### src/rtl/bytecode_header_validator_unit_defines.svh
// assertion macros shared by the validator rtl
// expects clk and rst_n in the scope of each use
`ifndef BYTECODE_HEADER_VALIDATOR_UNIT_DEFINES_SVH
`define BYTECODE_HEADER_VALIDATOR_UNIT_DEFINES_SVH

// same-cycle implication
`define BHV_ASSERT_IMPLIES(label, a, c) \
    label: assert property (@(posedge clk) disable iff (!rst_n) (a) |-> (c)) \
        else $error("same-cycle implication failed");

// next-cycle implication
`define BHV_ASSERT_NEXT(label, a, c) \
    label: assert property (@(posedge clk) disable iff (!rst_n) (a) |=> (c)) \
        else $error("next-cycle implication failed");

`endif

### src/rtl/bhv_pkg.sv
// package for the bytecode header validator: opcodes, config indexes, types
// no dependencies
package bhv_pkg;

    localparam int MAX_INSTRUCTIONS = 24;
    localparam int OPC_W = $clog2(MAX_INSTRUCTIONS + 1);
    localparam int CNT_W = 5;
    localparam int CMP_W = (OPC_W > CNT_W) ? OPC_W : CNT_W;
    localparam logic [CNT_W-1:0] CNT_SAT = '1;
    localparam int SKIP_W = 4;
    localparam logic [SKIP_W-1:0] SKIP_MAX = 4'd8;

    localparam int CFG_IDX_W = 3;
    localparam int CFG_DATA_W = 5;
    localparam logic [CFG_IDX_W-1:0] CFG_QUICK_STOP = 3'd0;
    localparam logic [CFG_IDX_W-1:0] CFG_MIN_INSTRUCTIONS = 3'd1;
    localparam logic [CFG_IDX_W-1:0] CFG_MIN_PUSHES = 3'd2;
    localparam logic [CFG_IDX_W-1:0] CFG_MIN_GETPCS = 3'd3;
    localparam logic [CFG_IDX_W-1:0] CFG_MIN_ADDS = 3'd4;

    localparam logic [CNT_W-1:0] RST_MIN_INSTRUCTIONS = 5'd6;
    localparam logic [CNT_W-1:0] RST_MIN_PUSHES = 5'd2;
    localparam logic [CNT_W-1:0] RST_MIN_GETPCS = 5'd2;
    localparam logic [CNT_W-1:0] RST_MIN_ADDS = 5'd2;

    localparam logic [7:0] OP_EXIT = 8'h00;
    localparam logic [7:0] OP_JUMP = 8'h02;
    localparam logic [7:0] OP_JZFWD = 8'h03;
    localparam logic [7:0] OP_JZBACK = 8'h04;
    localparam logic [7:0] OP_GETPC = 8'h06;
    localparam logic [7:0] OP_PUSH1 = 8'h09;
    localparam logic [7:0] OP_PUSH8 = 8'h0c;
    localparam logic [7:0] OP_ADD = 8'h20;
    localparam logic [7:0] OP_CHECK = 8'h30;

    typedef struct packed {
        logic             quick_stop;
        logic [CNT_W-1:0] min_instructions;
        logic [CNT_W-1:0] min_pushes;
        logic [CNT_W-1:0] min_getpcs;
        logic [CNT_W-1:0] min_adds;
    } cfg_t;

    typedef struct packed {
        logic              invalid;
        logic              term;
        logic              push;
        logic              getpc;
        logic              add;
        logic [SKIP_W-1:0] skip_len;
    } op_class_t;

    typedef struct packed {
        logic             hit;
        logic             image_valid;
        logic [CNT_W-1:0] instructions_seen;
    } result_t;

endpackage

### src/rtl/bhv_in_if.sv
// byte channel of the validator: valid/ready with one image byte and flags
// depends on nothing
interface bhv_in_if;
    logic       valid;
    logic       ready;
    logic [7:0] byte_value;
    logic       first_byte;
    logic       last_byte;

    modport source (output valid, output byte_value, output first_byte,
                    output last_byte, input ready);
    modport sink (input valid, input byte_value, input first_byte,
                  input last_byte, output ready);
endinterface

### src/rtl/bhv_out_if.sv
// verdict channel of the validator: valid/ready with the verdict payload
// depends on nothing
interface bhv_out_if;
    logic       valid;
    logic       ready;
    logic       image_valid;
    logic [4:0] instructions_seen;

    modport source (output valid, output image_valid, output instructions_seen,
                    input ready);
    modport sink (input valid, input image_valid, input instructions_seen,
                  output ready);
endinterface

### src/rtl/bhv_cfg.sv
// configuration registers of the validator
// depends on bhv_pkg
module bhv_cfg
    import bhv_pkg::*;
(
    input  logic                  clk,
    input  logic                  rst_n,
    input  logic                  cfg_we,
    input  logic [CFG_IDX_W-1:0]  cfg_index,
    input  logic [CFG_DATA_W-1:0] cfg_data,
    output cfg_t                  cfg
);

    cfg_t cfg_reg;
    cfg_t cfg_next;

    always_comb
    begin
        cfg_next = cfg_reg;
        if (cfg_we)
        begin
            case (cfg_index)
                CFG_QUICK_STOP:       cfg_next.quick_stop = cfg_data[0];
                CFG_MIN_INSTRUCTIONS: cfg_next.min_instructions = cfg_data[CNT_W-1:0];
                CFG_MIN_PUSHES:       cfg_next.min_pushes = cfg_data[CNT_W-1:0];
                CFG_MIN_GETPCS:       cfg_next.min_getpcs = cfg_data[CNT_W-1:0];
                CFG_MIN_ADDS:         cfg_next.min_adds = cfg_data[CNT_W-1:0];
                default:              cfg_next = cfg_reg;
            endcase
        end
    end

    always_ff @(posedge clk or negedge rst_n)
    begin
        if (!rst_n)
        begin
            cfg_reg.quick_stop <= 1'b0;
            cfg_reg.min_instructions <= RST_MIN_INSTRUCTIONS;
            cfg_reg.min_pushes <= RST_MIN_PUSHES;
            cfg_reg.min_getpcs <= RST_MIN_GETPCS;
            cfg_reg.min_adds <= RST_MIN_ADDS;
        end
        else
        begin
            cfg_reg <= cfg_next;
        end
    end

    assign cfg = cfg_reg;

endmodule

### src/rtl/bhv_decode.sv
// opcode classifier: unassigned, block terminators, pushes, getpc, add, push immediate length
// depends on bhv_pkg
module bhv_decode
    import bhv_pkg::*;
(
    input  logic [7:0] byte_value,
    output op_class_t  op
);

    logic [7:0] push_ofs;

    always_comb
    begin
        push_ofs = byte_value - OP_PUSH1;
        op.invalid = byte_value inside {[8'h0d:8'h0f], [8'h18:8'h1f], [8'h25:8'h27],
                                        [8'h2d:8'h2f], [8'h31:8'hf7]};
        op.term = byte_value inside {OP_EXIT, OP_JUMP, OP_JZFWD, OP_JZBACK, OP_CHECK};
        op.push = byte_value inside {[OP_PUSH1:OP_PUSH8]};
        op.getpc = (byte_value == OP_GETPC);
        op.add = (byte_value == OP_ADD);
        op.skip_len = SKIP_W'(1) << push_ofs[1:0];
    end

endmodule

### src/rtl/bhv_scan.sv
// scan state of the first basic block and the per-byte update
// depends on bhv_pkg, bhv_decode output and the assertion macro header
`include "bytecode_header_validator_unit_defines.svh"
module bhv_scan
    import bhv_pkg::*;
(
    input  logic       clk,
    input  logic       rst_n,
    input  logic       step,
    input  logic       first_byte,
    input  logic       last_byte,
    input  op_class_t  op,
    input  cfg_t       cfg,
    output result_t    res
);

    logic [SKIP_W-1:0] skip_reg, skip_next, skip_cur;
    logic [OPC_W-1:0]  opc_reg, opc_next, opc_cur;
    logic [CNT_W-1:0]  push_reg, push_next, push_cur;
    logic [CNT_W-1:0]  getpc_reg, getpc_next, getpc_cur;
    logic [CNT_W-1:0]  add_reg, add_next, add_cur;
    logic              verd_reg, verd_next, verd_cur;
    logic              fin_reg, fin_next, fin_cur;
    logic              stop;

    function automatic logic [CNT_W-1:0] sat_inc(input logic [CNT_W-1:0] v);
        return (v == CNT_SAT) ? CNT_SAT : v + 1'b1;
    endfunction

    always_comb
    begin
        skip_cur = first_byte ? '0 : skip_reg;
        opc_cur = first_byte ? '0 : opc_reg;
        push_cur = first_byte ? '0 : push_reg;
        getpc_cur = first_byte ? '0 : getpc_reg;
        add_cur = first_byte ? '0 : add_reg;
        verd_cur = first_byte ? 1'b0 : verd_reg;
        fin_cur = first_byte ? 1'b0 : fin_reg;

        skip_next = skip_cur;
        opc_next = opc_cur;
        push_next = push_cur;
        getpc_next = getpc_cur;
        add_next = add_cur;
        verd_next = verd_cur;
        fin_next = fin_cur;
        stop = 1'b0;

        if (!fin_cur)
        begin
            if (skip_cur != '0)
            begin
                skip_next = skip_cur - 1'b1;
            end
            else if (op.invalid)
            begin
                verd_next = 1'b0;
                stop = 1'b1;
            end
            else
            begin
                opc_next = opc_cur + 1'b1;
                if (op.term)
                begin
                    stop = 1'b1;
                end
                else
                begin
                    if (op.push)
                    begin
                        skip_next = op.skip_len;
                    end
                    if (!verd_cur)
                    begin
                        if (op.push)
                        begin
                            push_next = sat_inc(push_cur);
                        end
                        if (op.getpc)
                        begin
                            getpc_next = sat_inc(getpc_cur);
                        end
                        if (op.add)
                        begin
                            add_next = sat_inc(add_cur);
                        end
                        verd_next = (CMP_W'(opc_next) >= CMP_W'(cfg.min_instructions))
                                    && (push_next >= cfg.min_pushes)
                                    && (getpc_next >= cfg.min_getpcs)
                                    && (add_next >= cfg.min_adds);
                    end
                    if (cfg.quick_stop && verd_next)
                    begin
                        stop = 1'b1;
                    end
                    if (opc_next >= OPC_W'(MAX_INSTRUCTIONS))
                    begin
                        stop = 1'b1;
                    end
                end
            end
            if (last_byte)
            begin
                stop = 1'b1;
            end
            fin_next = stop;
        end

        res.hit = !fin_cur && stop;
        res.image_valid = verd_next;
        res.instructions_seen = (CMP_W'(opc_next) >= CMP_W'(CNT_SAT)) ? CNT_SAT
                                : CNT_W'(opc_next);
    end

    always_ff @(posedge clk or negedge rst_n)
    begin
        if (!rst_n)
        begin
            skip_reg <= '0;
            opc_reg <= '0;
            push_reg <= '0;
            getpc_reg <= '0;
            add_reg <= '0;
            verd_reg <= 1'b0;
            fin_reg <= 1'b1;
        end
        else if (step)
        begin
            skip_reg <= skip_next;
            opc_reg <= opc_next;
            push_reg <= push_next;
            getpc_reg <= getpc_next;
            add_reg <= add_next;
            verd_reg <= verd_next;
            fin_reg <= fin_next;
        end
    end

    `BHV_ASSERT_NEXT(a_result_ends_scan, step && res.hit, fin_reg)
    `BHV_ASSERT_IMPLIES(a_opc_bound, 1'b1, opc_reg <= OPC_W'(MAX_INSTRUCTIONS))
    `BHV_ASSERT_IMPLIES(a_skip_bound, 1'b1, skip_reg <= SKIP_MAX)
    `BHV_ASSERT_NEXT(a_idle_holds, !step, $stable(opc_reg) && $stable(fin_reg))

endmodule

### src/rtl/bytecode_header_validator_unit.sv
// bytecode header validator: one image byte per transfer, at most one verdict per image
// a byte that ends a scan passes the input register, then its verdict is held in the result register
// throughput: one byte per cycle while the verdict channel does not stall, set by the scan state update
// a pending verdict that is not taken holds the input register, one byte deep
// reset: asynchronous active low, scan idle until a first byte, config at defaults
// depends on bhv_pkg, bhv_in_if, bhv_out_if, bhv_cfg, bhv_decode, bhv_scan
`include "bytecode_header_validator_unit_defines.svh"
module bytecode_header_validator_unit
    import bhv_pkg::*;
(
    input  logic                  clk,
    input  logic                  rst_n,
    input  logic                  cfg_we,
    input  logic [CFG_IDX_W-1:0]  cfg_index,
    input  logic [CFG_DATA_W-1:0] cfg_data,
    bhv_in_if.sink                bytes,
    bhv_out_if.source             verdict
);

    logic             in_valid_reg, in_valid_next;
    logic [7:0]       in_byte_reg;
    logic             in_first_reg;
    logic             in_last_reg;
    logic             out_valid_reg, out_valid_next;
    logic             out_image_valid_reg;
    logic [CNT_W-1:0] out_seen_reg;
    logic             advance;
    logic             load;
    cfg_t             cfg;
    op_class_t        op;
    result_t          scan_res;

    bhv_cfg u_cfg (
        .clk       (clk),
        .rst_n     (rst_n),
        .cfg_we    (cfg_we),
        .cfg_index (cfg_index),
        .cfg_data  (cfg_data),
        .cfg       (cfg)
    );

    bhv_decode u_decode (
        .byte_value (in_byte_reg),
        .op         (op)
    );

    bhv_scan u_scan (
        .clk        (clk),
        .rst_n      (rst_n),
        .step       (advance),
        .first_byte (in_first_reg),
        .last_byte  (in_last_reg),
        .op         (op),
        .cfg        (cfg),
        .res        (scan_res)
    );

    assign advance = in_valid_reg && (!out_valid_reg || verdict.ready);
    assign bytes.ready = !in_valid_reg || advance;
    assign load = bytes.valid && bytes.ready;

    always_comb
    begin
        in_valid_next = in_valid_reg;
        if (load)
        begin
            in_valid_next = 1'b1;
        end
        else if (advance)
        begin
            in_valid_next = 1'b0;
        end

        out_valid_next = out_valid_reg;
        if (advance && scan_res.hit)
        begin
            out_valid_next = 1'b1;
        end
        else if (verdict.ready)
        begin
            out_valid_next = 1'b0;
        end
    end

    always_ff @(posedge clk or negedge rst_n)
    begin
        if (!rst_n)
        begin
            in_valid_reg <= 1'b0;
            out_valid_reg <= 1'b0;
        end
        else
        begin
            in_valid_reg <= in_valid_next;
            out_valid_reg <= out_valid_next;
        end
    end

    // payload registers, no reset
    always_ff @(posedge clk)
    begin
        if (load)
        begin
            in_byte_reg <= bytes.byte_value;
            in_first_reg <= bytes.first_byte;
            in_last_reg <= bytes.last_byte;
        end
        if (advance && scan_res.hit)
        begin
            out_image_valid_reg <= scan_res.image_valid;
            out_seen_reg <= scan_res.instructions_seen;
        end
    end

    assign verdict.valid = out_valid_reg;
    assign verdict.image_valid = out_image_valid_reg;
    assign verdict.instructions_seen = out_seen_reg;

    `BHV_ASSERT_NEXT(a_hit_shows_verdict, advance && scan_res.hit, verdict.valid)
    `BHV_ASSERT_NEXT(a_stall_keeps_byte, in_valid_reg && !advance, in_valid_reg)

endmodule

### src/flat_wrapper.sv
// flat-port wrapper written by rule: the top's interface ports become plain ports
module bytecode_header_validator_unit_flat import bhv_pkg::*;
  (clk, rst_n, cfg_we, cfg_index, cfg_data, bytes_valid, bytes_byte_value, bytes_first_byte, bytes_last_byte, bytes_ready, verdict_valid, verdict_image_valid, verdict_instructions_seen, verdict_ready);
  bhv_in_if bytes_i ();
  bhv_out_if verdict_i ();
  input  logic clk;
  input  logic rst_n;
  input  logic cfg_we;
  input  logic [CFG_IDX_W-1:0] cfg_index;
  input  logic [CFG_DATA_W-1:0] cfg_data;
  input wire logic [$bits(bytes_i.valid)-1:0] bytes_valid;
  input wire logic [$bits(bytes_i.byte_value)-1:0] bytes_byte_value;
  input wire logic [$bits(bytes_i.first_byte)-1:0] bytes_first_byte;
  input wire logic [$bits(bytes_i.last_byte)-1:0] bytes_last_byte;
  output wire logic [$bits(bytes_i.ready)-1:0] bytes_ready;
  output wire logic [$bits(verdict_i.valid)-1:0] verdict_valid;
  output wire logic [$bits(verdict_i.image_valid)-1:0] verdict_image_valid;
  output wire logic [$bits(verdict_i.instructions_seen)-1:0] verdict_instructions_seen;
  input wire logic [$bits(verdict_i.ready)-1:0] verdict_ready;
  assign bytes_i.valid = bytes_valid;
  assign bytes_i.byte_value = bytes_byte_value;
  assign bytes_i.first_byte = bytes_first_byte;
  assign bytes_i.last_byte = bytes_last_byte;
  assign bytes_ready = bytes_i.ready;
  assign verdict_valid = verdict_i.valid;
  assign verdict_image_valid = verdict_i.image_valid;
  assign verdict_instructions_seen = verdict_i.instructions_seen;
  assign verdict_i.ready = verdict_ready;
  bytecode_header_validator_unit u_core (.clk(clk), .rst_n(rst_n), .cfg_we(cfg_we), .cfg_index(cfg_index), .cfg_data(cfg_data), .bytes(bytes_i), .verdict(verdict_i));
endmodule
### config.mk
export PLATFORM = sky130hd
export DESIGN_NAME = bytecode_header_validator_unit_flat
export DESIGN_NICKNAME = d
export VERILOG_FILES = /design/src/rtl/bhv_pkg.sv /design/src/rtl/bhv_in_if.sv /design/src/rtl/bhv_out_if.sv /design/src/rtl/bhv_cfg.sv /design/src/rtl/bhv_decode.sv /design/src/rtl/bhv_scan.sv /design/src/rtl/bytecode_header_validator_unit.sv /design/src/flat_wrapper.sv
export VERILOG_INCLUDE_DIRS = /design/src /design/src/rtl
export SDC_FILE = /design/constraint.sdc
export NUM_CORES = 1
export LEC_CHECK = 0
export BUFFER_PORTS_ARGS = -buffer_cell sky130_fd_sc_hd__clkbuf_2
export CORE_MARGIN = 2
export CORE_UTILIZATION = 54
export CTS_CLUSTER_SIZE = 40
export DETAILED_ROUTE_END_ITERATION = 6
export GPL_ROUTABILITY_DRIVEN = 1
export PLACE_DENSITY = 0.82
export SLEW_MARGIN = 25
export SYNTH_ARGS = -nofsm -noshare
export SYNTH_HDL_FRONTEND = slang
export SYNTH_SLANG_ARGS = --single-unit
### constraint.sdc
create_clock -name clk -period 3.6 [get_ports clk]
set_input_delay 0.36 -clock clk [delete_from_list [all_inputs] [get_ports clk]]
set_output_delay 0.36 -clock clk [all_outputs]
set_load 0.005 [all_outputs]
Word-level counts from Yosys, hierarchy flattened
Index checks and enable logic that the tools add are counted.

word-level totals
  bits in registers = 65
  input bits = 23
  word-level logic and storage cells = 160

cells by class
  $add $sub $neg = 6
  order comparisons = 18
  equality and inequality tests = 13
  shift-type cells = 1
  muxes and demuxes = 72
  reduce and logical (&&, ||, !) cells = 31

operator list
  cell                   number
  $mux W5                43
  $ge A8 B6 Y1 const B   3
  $mux W4                6
  $mux W1                23
  $add A5 B1 Y5 const B  4
  $ge A5 B5 Y1           4
  $eq A8 B2 Y1 const B   2
  $eq A8 B3 Y1 const B   2
  $eq A8 B6 Y1 const B   2
  $ge A8 B4 Y1 const B   2
  $le A8 B4 Y1 const B   2
  $le A8 B6 Y1 const B   2
  $eq A5 B5 Y1 const B   3
  $logic_and A1 B1 Y1    14
  $ge A5 B5 Y1 const B   2
  $reduce_and A2 Y1      5
  $reduce_bool A5 Y1     2
  $ge A8 B5 Y1 const B   1
  $le A8 B5 Y1 const B   1
  $le A8 B8 Y1 const B   1
  $logic_not A8 Y1       1
  $eq A3 B2 Y1 const B   2
  $reduce_bool A2 Y1     2
  $reduce_bool A4 Y1     1
  8 further kinds        11

Depth between registers and ports, before layout
Gate-level depths: netlist (run 1).

  depth after elaboration = 29
  mapped depth = 17

Hierarchy
A second synthesis (run 1) with hierarchy kept.

unflattened totals
  cells, all modules = 365
  area, all modules = 3836.2 sq um

by module, submodules not included
  module                          times used  cells an instance  area an instance (sq um)  seq. area each (sq um)
  bhv_scan                        1           270                2250.9                    651.9
  bhv_cfg                         1           47                 834.6                     531.8
  bytecode_header_validator_unit  1           26                 591.8                     530.5
  bhv_decode                      1           22                 158.9                     0.0

Worst setup path before layout (run 1)
OpenSTA, ideal clock, no wires.

  path kind = reg-to-reg
  start = reg u_core.in_first_reg
  end = reg u_core.out_image_valid_reg (netlist: u_core.verdict.image_valid), enable pin
  setup time = 0.350 ns
  arrival = 3.444 ns
  path slack = -0.194 ns
  stages on the path, launching flop included = 17
  period minus slack after synthesis = 3.794 ns
  path through = edfxtp_1 -> clkbuf_1 -> clkbuf_1 -> clkbuf_1 -> clkbuf_1 -> nor2b_1 -> ha_1 -> and4_1 -> mux2i_1 -> o21ai_0 -> ha_1 -> nand2_1 -> o21ai_0 -> a31oi_1 -> o41ai_1 -> a311oi_1 -> nor2_1

between the ends
  cells in the longest elaborated chain, start to end = 28

RTL lines
  what                                           line                                   RTL
  start: declaration                             bytecode_header_validator_unit.sv:22   logic in_first_reg;
  start signal: assignment                       bytecode_header_validator_unit.sv:105  in_first_reg <= bytes.first_byte;
  $mux W5                                        bhv_scan.sv:34                         push_cur = first_byte ? '0 : push_reg;
  $add A5 B1 Y5 or $eq A5 B5 Y1 (tied branches)  bhv_scan.sv:27                         return (v == CNT_SAT) ? CNT_SAT : v + 1'b1;
  $mux W5                                        bhv_scan.sv:27
  $mux W5                                        bhv_scan.sv:75                         if (op.push)
  $mux W5                                        bhv_scan.sv:73                         if (!verd_cur)
  $mux W5                                        bhv_scan.sv:63                         if (op.term)
  $mux W5                                        bhv_scan.sv:55                         else if (op.invalid)
  $mux W5                                        bhv_scan.sv:51                         if (skip_cur != '0)
  [... 12 more ...]                              n/a
  $mux W1                                        bhv_scan.sv:96                         if (opc_next >= OPC_W'(MAX_INSTRUCTIONS))
  $mux W1                                        bhv_scan.sv:63
  $mux W1                                        bhv_scan.sv:55
  $mux W1                                        bhv_scan.sv:51
  $mux W1                                        bhv_scan.sv:102                        if (last_byte)
  $mux W1                                        bhv_scan.sv:49                         if (!fin_cur)
  $logic_and A1 B1 Y1 *                          bhv_scan.sv:109                        res.hit = !fin_cur && stop;
  $logic_and A1 B1 Y1 *                          bytecode_header_validator_unit.sv:108  if (advance && scan_res.hit)
  end signal: assignment                         bytecode_header_validator_unit.sv:110  out_image_valid_reg <= scan_res.image_valid;
  end: declaration                               bytecode_header_validator_unit.sv:25   logic out_image_valid_reg;

Every way passes the cells marked *; elsewhere a longest branch is shown, timed or not. The select of a mux whose other input is x is not followed.
A chain may end at the register's enable or synchronous reset.

Final worst setup path (run 1)
  start = reg u_core.in_byte_reg[0]
  end = reg u_core.out_seen_reg[3] (netlist: u_core.verdict.instructions_seen[3]), enable pin

between the ends
  cells in the longest elaborated chain, start to end = 27

RTL lines
  what                                          line                                   RTL
  start: declaration                            bytecode_header_validator_unit.sv:21   logic [7:0] in_byte_reg;
  start signal: assignment                      bytecode_header_validator_unit.sv:104  in_byte_reg <= bytes.byte_value;
  $ge A8 B4 Y1 or $le A8 B4 Y1 (tied branches)  bhv_decode.sv:18                       op.push = byte_value inside {[OP_PUSH1:OP_PUSH8]};
  $logic_and A1 B1 Y1                           bhv_decode.sv:18
  $mux W5                                       bhv_scan.sv:75
  $mux W5                                       bhv_scan.sv:73
  $mux W5                                       bhv_scan.sv:63
  $mux W5                                       bhv_scan.sv:55
  $mux W5                                       bhv_scan.sv:51
  $mux W5                                       bhv_scan.sv:49
  [... 11 more ...]                             n/a
  $mux W1                                       bhv_scan.sv:96
  $mux W1                                       bhv_scan.sv:63
  $mux W1 *                                     bhv_scan.sv:55
  $mux W1 *                                     bhv_scan.sv:51
  $mux W1 *                                     bhv_scan.sv:102
  $mux W1 *                                     bhv_scan.sv:49
  $logic_and A1 B1 Y1 *                         bhv_scan.sv:109
  $logic_and A1 B1 Y1 *                         bytecode_header_validator_unit.sv:108
  end signal: assignment                        bytecode_header_validator_unit.sv:111  out_seen_reg <= scan_res.instructions_seen;
  end: declaration                              bytecode_header_validator_unit.sv:26   logic [CNT_W-1:0] out_seen_reg;

Marks and branches as above.

==> metrics.cfg, run 1 <==
[synthesis]
synth-seq-cells = 65
netlist_instances = 389
avgSynthCellArea_um2 = 9.73
ys_async_sr_fraction_pct = 75.4
synth_seq_area_share_pct = 45.3
yosys.area.top_type_share_pct = 28.4
syn_nets = 439
synthesis.area_um2 = 3780
yosysUniqueCellTypes = 53
yosysTopAreaCell = dfrtp_1
synth.area.top_cells = dfrtp_1, edfxtp_1, ha_1
ys.flop_type = dfrtp_1
synth_edf_count = 16
ys_warn_count = 0

[global_routing]
grt.busiest_layer = met2
met2_usage_pct = 41.6
overflow = 0
grt_use_met3_pct = 6.97
grt_pass1_vias = 3092
grt_start_max_net_pins = 33
grt_usage_pct = 25.0
antenna_found_initial = 0
grt_pass1_wl_um = 14700
grt.met1_usage_pct = 31.5

[worst_setup_path]
path_buf_inv = 2
ff2ff_path_depth = 14
r2r_setup_slack_ns = 0.1
crit_family = simple AND/OR/NAND/NOR gates
worst_ep_required_time_ns = 3.67
cp_slowest_cell = or3_4
regToRegEndpoint = u_core.verdict.instructions_seen[3]
start_kind = register
cp.arrival_ns = 3.58
endpoint_kind = register
path_cells = or3_4, nor3b_2, and2_1, nand2_1, mux2_2, ha_1, nand2_1, o21ai_0, a31oi_1, o41ai_1, buf_4, a311oi_4, nor2_2, buf_4
timing.rr.start = u_core.in_byte_reg[0]
setup.worst_path.class = reg -> reg
critPathMaxFanout = 6
cp_slowest_stage_delay_ns = 0.44

[die]
die_y_um = 87.7
pin_count = 31
die_w_um = 87.7
dieArea_um2 = 7690
row_count = 30
start_util_pct = 55.7
core_um2 = 6790

[power_and_ir_drop]
power.clock.fraction_pct = 29.9
p_leak_nw = 2.00
power.density_nw_per_um2 = 461
p_sw_mw = 0.662
pwr-share-comb_pct = 23.0
power_frac_seq_pct = 47.0
internal_power_mw = 1.39
total_power_mw = 2.05
ir_worst_vdd_v = 0.000311
netSwitchingFraction_pct = 32.3

[layout]
largest_reg_flops = 21
fin_cells = 545
area_delta_synth_final_pct = 17.5
drive_gt1_share_pct = 21.8
fin_util_pct = 65.4
diodes = 0
fillerInstances = 539
nets = 494

[timing]
timing.final.crit_share_pct = 97.3
max-slew-margin-rel_pct = 35.2
drv_slew = 0
worst_pin_slew_ns = 0.965
hold_slack_ns = 0.182
setup_violations = 0
finalHoldViolCount = 0
max_freq_ghz = 0.286
finalWorstSetupSlack_ns = 0.0988
layout_min_cycle_time_ns = 3.50
finClkSkew_ns = 0.00879

[clock_network]
cts_buffer_depth = 2
clk-insertion-delay-late_ns = 0.35
clk_pin_slew_ns = 0.08
clock-sinks = 65
numCtsBuffers = 9
tritoncts = yes
cts_htree_levels = 3
root_buffer = clkbuf_8

[hold_path]
hold_depth = 1
hold_path.class = in -> reg
holdPathEnd = u_core.in_byte_reg[6]
min-delay-start = bytes_byte_value[6]

[route]
drcViolationCount = 0
drt_pass1_iterations = 7
detail-route-antenna-nets = 0
drt_wl_total_um = 8960
drtIter0Drc = 216
vias = 3186
vias_per_cell = 5.85
wire_per_inst_um = 16.4

[status]
status = completed

[job]
maxCapViolCount = 0

[place]
portBuffers = 30
dp_cells = 522
dp_hpwl_um = 6360
place_congestion = 0.879
place_ws_ns = -0.124

==> Yosys cell counts (2+ instances only) <==
cell / instances
and2_1: 3
a22o_1: 13
dfrtp_1: 43
a41oi_1: 2
nand3b_1: 4
edfxtp_1: 16
o2bb2ai_1: 4
nand2b_1: 4
nor2b_1: 19
nor2_1: 25
o21a_1: 2
nor4b_2: 2
and4_1: 3
nand3_1: 8
ha_1: 27
clkbuf_1: 9
mux2_2: 12
a21oi_1: 17
or3_1: 3
a31oi_1: 5
nand2_1: 51
o21ai_0: 38
nor3b_1: 4
inv_1: 22
and3_1: 2
mux2i_1: 3
nor3_1: 6
dfstp_2: 6
o211ai_1: 2
xor2_1: 5
a21o_1: 4
nand4_1: 4
==> routing by layer <==
| metal | up-vias | routed length [um] | share of wire, % |
|---|---|---|---|
| li1 | 1516 | - | - |
| met3 | 17 | 454 | 5.1 |
| met5 | - | 0 | 0 |
| met2 | 101 | 4530 | 50 |
| met4 | 0 | 157 | 1.8 |
| met1 | 1552 | 3830 | 43 |
==> worst register-to-register path: cells and delay by family (launching register included) <==
family | cells | cell delay [ns]
and+or+nand+nor | 6 | 1.16
DFF | 1 | 0.40
AOI/OAI and AO/OA | 4 | 0.71
buffers and inverters | 2 | 0.35
muxes | 1 | 0.30
adders and majority gates | 1 | 0.30
==> power groups by stage <==
stage	Clock [mW]	Sequential [mW]	Combinational [mW]
floorplan	0	0.942	0.312
global placement	0	0.966	0.424
detailed placement	0	0.972	0.445
CTS	0.620	0.959	0.456
global route	0.656	0.976	0.537
finish	0.614	0.964	0.473
==> worst max-delay path by stage <==
| stage | to | cells past startpoint | slack (ns) | startpoint |
|---|---|---|---|---|
| after floorplan | u_core.verdict.image_valid | 16 | 0.06 | u_core.in_first_reg |
| after global placement | u_core.verdict.instructions_seen[1] | 14 | 0.02 | u_core.in_byte_reg[4] |
| after detailed placement | u_core.verdict.instructions_seen[4] | 14 | -0.12 | u_core.in_byte_reg[4] |
| after CTS | u_core.verdict.instructions_seen[3] | 14 | 0.06 | u_core.in_byte_reg[0] |
| after global routing | u_core.verdict.instructions_seen[1] | 14 | -0.02 | u_core.in_byte_reg[0] |
| final | u_core.verdict.instructions_seen[3] | 14 | 0.1 | u_core.in_byte_reg[0] |
==> layout make-up <==
| class | instances | area, um2 | share of cell area [%] |
|---|---|---|---|
| Sequential cell | 65 | 1710 | 38.6 |
| Inverter | 22 | 82.6 | 1.86 |
| Timing Repair Buffer | 55 | 353 | 7.94 |
| Tap cell | 96 | 120 | 2.70 |
| Clock buffer | 9 | 124 | 2.79 |
| Multi-Input combinational cell | 291 | 1980 | 44.6 |
| Clock inverter | 7 | 70.1 | 1.58 |
==> cells by family (layout without fill, tap and decap cells) <==
family,after synthesis,after routing,share of synthesized area [%]
buf+inv,33,93,3.51
xor+xnor,6,6,1.39
fa+ha+maj,27,27,8.93
flops,65,65,45.3
simple gates,142,142,19.2
mux,15,15,4.37
compound gates,101,101,17.3
==> stage by stage <==
step | instance area (um2) | TNS (ns)
final | 4450 | 0
after global routing | 4450 | -0.116
after CTS | 4380 | 0
after detailed placement | 4150 | -0.743
after global placement | 4150 | 0
after floorplan | 3790 | 0
==> timing repair <==
item,4_1_cts,5_1_grt
hold endpoints to repair,14,0
hold buffers,1,0
buffers inserted,1,5
setup endpoints to repair,7,7
gates resized for setup,3,8
pin swaps,1,4
==> layout by cell type (no fill, tap or decap), types with 13 or more instances in the layout <==
cell type,Yosys,final
a22o_1,13,13
o21ai_0,38,35
buf_4,0,23
inv_1,22,22
ha_1,27,27
nand2_1,51,51
clkbuf_2,0,30
a21oi_1,17,17
dfrtp_1,43,43
nor2_1,25,24
nor2b_1,19,18
edfxtp_1,16,16
Power figures use the tool's default switching activity.
==> run 2, diff against run 1 <==
--- a/config.mk
+++ b/config.mk
@@ -6,13 +6,15 @@
 export SDC_FILE = /design/constraint.sdc
 export NUM_CORES = 1
 export LEC_CHECK = 0
+export ABC_AREA = 1
 export BUFFER_PORTS_ARGS = -buffer_cell sky130_fd_sc_hd__clkbuf_2
+export CAP_MARGIN = 40
 export CORE_MARGIN = 2
-export CORE_UTILIZATION = 54
+export CORE_UTILIZATION = 55
 export CTS_CLUSTER_SIZE = 40
 export DETAILED_ROUTE_END_ITERATION = 6
 export GPL_ROUTABILITY_DRIVEN = 1
-export PLACE_DENSITY = 0.82
+export PLACE_DENSITY = 0.83
 export SLEW_MARGIN = 25
 export SYNTH_ARGS = -nofsm -noshare
 export SYNTH_HDL_FRONTEND = slang
==> metrics.cfg, run 2 <==
[status]
status = completed

[synthesis]
yosys.area.top_type_share_pct = 24.7  ; -3.7 points
netlist_instances = 576  ; +48%
avgSynthCellArea_um2 = 7.56  ; -22%
ys_async_sr_fraction_pct = 75.4  ; unchanged
yosysTopAreaCell = dfrtp_1
ys_warn_count = 0  ; unchanged
synth.area.top_cells = dfrtp_1, nand2_1, edfxtp_1
synth_edf_count = 16  ; unchanged
synth-seq-cells = 65  ; unchanged
synth_most_common_cell = nand2_1
yosysUniqueCellTypes = 40  ; -25%
synthTopCellsByCount = nand2_1, inv_1, dfrtp_1, o21ai_0, nand3_1
synthesis.area_um2 = 4350  ; +15%
syn_nets = 626  ; +43%
synth_seq_area_share_pct = 39.4  ; -5.9 points
ys.flop_type = dfrtp_1

[worst_setup_path]
path_buf_inv = 5  ; +3
endpoint_kind = register
cp_slowest_stage_delay_ns = 0.43  ; about the same
critPathMaxFanout = 8  ; +2
timing.rr.start = u_core.in_first_reg
cp.arrival_ns = 3.35  ; -0.23 ns
r2r_setup_slack_ns = 0.30  ; +0.20 ns
worst_ep_required_time_ns = 3.65  ; -0.02 ns
start_kind = register
ff2ff_path_depth = 24  ; +10
setup.worst_path.class = reg -> reg
regToRegEndpoint = u_core.verdict.instructions_seen[3]
crit_top_cell = nand2_1
path_cells = inv_2, nand2_1, inv_1, ha_1, inv_1, nor3_1, nand2_1, nand2_1, o21ai_1, ha_1, inv_1, nand2_1, nand2_1, nand2_1, nand2_1, nand2_1, nand2_1, o21ai_0, nand2_1, nand2_1, nand2_1, nand2_1, nand2_1, inv_1
crit_family = simple AND/OR/NAND/NOR gates
cp_slowest_cell = edfxtp_1

[die]
row_count = 32  ; +6.7%
die_w_um = 93.0  ; +6.0%
die_y_um = 93.0  ; +6.0%
pin_count = 31  ; unchanged
dieArea_um2 = 8640  ; +12%
core_um2 = 7690  ; +13%
start_util_pct = 56.6  ; +0.95 points

[clock_network]
numCtsBuffers = 9  ; unchanged
cts_buffer_depth = 2  ; unchanged
clock-sinks = 65  ; unchanged
clk-insertion-delay-late_ns = 0.36  ; about the same
cts_htree_levels = 3  ; unchanged
clk_pin_slew_ns = 0.08  ; about the same
root_buffer = clkbuf_8
tritoncts = yes
post_cts_buffers = 0  ; -1

[layout]
area_delta_synth_final_pct = 12.0
final_area_um2 = 4880  ; +9.7%
fin_util_pct = 63.4  ; -2.0 points
diodes = 0  ; unchanged
layout_common_cells = nand2_1, inv_1, dfrtp_1
nets = 670  ; +36%
largest_reg_flops = 21  ; unchanged
final_common_cell = nand2_1
fin_cells = 727  ; +33%
drive_gt1_share_pct = 16.3  ; -5.5 points

[place]
dp_cells = 709  ; +36%
dp_hpwl_um = 7650  ; +20%
postPlaceCellArea_um2 = 4660  ; +12%
place_congestion = 0.904  ; +2.8%
place_ws_ns = 0.353  ; +0.477 ns
portBuffers = 30  ; unchanged

[hold_path]
hold_depth = 1  ; unchanged
min-delay-start = bytes_byte_value[3]
hold_path.class = in -> reg
holdPathEnd = u_core.in_byte_reg[3]

[power_and_ir_drop]
internal_power_mw = 1.71  ; +23%
power.clock.fraction_pct = 22.2  ; -7.7 points
power_frac_seq_pct = 38.3  ; -8.7 points
netSwitchingFraction_pct = 40.4  ; +8.2 points
pwr-share-comb_pct = 39.5  ; +17 points
p_leak_nw = 2.52  ; +26%
p_sw_mw = 1.16  ; +76%
power.density_nw_per_um2 = 590  ; +28%
total_power_mw = 2.88  ; +40%
ir_worst_vdd_v = 0.000296  ; -4.9%

[timing]
max-slew-margin-rel_pct = 61.2  ; +26 points
finalHoldViolCount = 0  ; unchanged
drv_slew = 0  ; unchanged
layout_min_cycle_time_ns = 3.30  ; -0.197 ns
worst_pin_slew_ns = 0.582  ; -0.383 ns
finClkSkew_ns = 0.0111  ; +0.00226 ns
timing.final.crit_share_pct = 91.8  ; -5.5 points
setup_violations = 0  ; unchanged
finalWorstSetupSlack_ns = 0.296  ; +0.197 ns
rsz0062_at_grt = false
max_freq_ghz = 0.303  ; +6.0%
setup-tns-final_ns = 0  ; unchanged
hold_slack_ns = 0.179  ; -0.00255 ns

[route]
drt_pass1_iterations = 5  ; -2
detail-route-antenna-nets = 0  ; unchanged
drcViolationCount = 0  ; unchanged
drtIter0Drc = 295  ; +37%
drt_wl_total_um = 10300  ; +14%
vias = 3923  ; +23%
wire_per_inst_um = 14.1  ; -14%
vias_per_cell = 5.40  ; -7.7%

[global_routing]
grt_start_max_net_pins = 22  ; -33%
overflow = 0  ; unchanged
grt_pass1_vias = 3760  ; +22%
antenna_found_initial = 0  ; unchanged
grt_pass1_wl_um = 17200  ; +17%
grt_usage_pct = 25.5  ; +0.50 points

[job]
maxCapViolCount = 0  ; unchanged

run 2: changes by cell type after synthesis, moves of 10 or more:
cell / delta
nand3_1: +31
inv_2: +11
nand2_1: +116
inv_1: +73
mux2_2: -12
a21oi_1: +10
a22o_1: -13
nor2b_1: -18
run 2: what timing repair did:
action	CTS	global route
hold buffers	1	0
endpoints found under the hold margin	14	0
resized for setup	0	0
run 2: cell families after synthesis:
| group | share of synthesized area, % |
|---|---|
| DFF | 39.4 |
| adders and majority gates | 7.76 |
| xor gates and xnor gates | 1.18 |
| AOI/OAI and AO/OA | 12.0 |
| and+or+nand+nor | 29.4 |
| buffers and inverters | 10.3 |
run 2: power groups by stage:
stage                     sequential [mW]  combinational (mW)  clock [mW]
after floorplan                      1.08               0.838           0
after global placement               1.10                1.06           0
after detailed placement             1.11                1.11           0
after CTS                            1.10                1.12       0.635
after global routing                 1.12                1.31       0.670
final                                1.10                1.14       0.638
run 2: worst max-delay path by stage:
stage	slack (ns)	endpoint	startpoint	cells after the start
detailed placement	0.35	u_core.verdict.instructions_seen[0]	u_core.in_byte_reg[5]	23
CTS	0.32	u_core.verdict.instructions_seen[4]	u_core.in_byte_reg[5]	23
global route	0.04	u_core.verdict.instructions_seen[0]	u_core.in_byte_reg[5]	23
floorplan	0.62	u_core.verdict.image_valid	u_core.in_first_reg	26
finish	0.30	u_core.verdict.instructions_seen[3]	u_core.in_first_reg	24
global placement	0.47	u_core.verdict.instructions_seen[2]	u_core.in_first_reg	23
run 2: layout make-up:
class	instances	area, um2
Fill cell	654	2810
Multi-Input combinational cell	398	2190
Sequential cell	65	1710
Inverter	106	398
Timing Repair Buffer	40	255
Clock buffer	13	149
Tap cell	102	128
Clock inverter	3	42.5
run 2: per-layer routing:
layer / GRT usage [%] / share of wire (%)
met1: 31.9 / 42
met2: 41.7 / 48
met3: 4.51 / 5.8
met4: 14.6 / 3.9
met5: 0 / 0
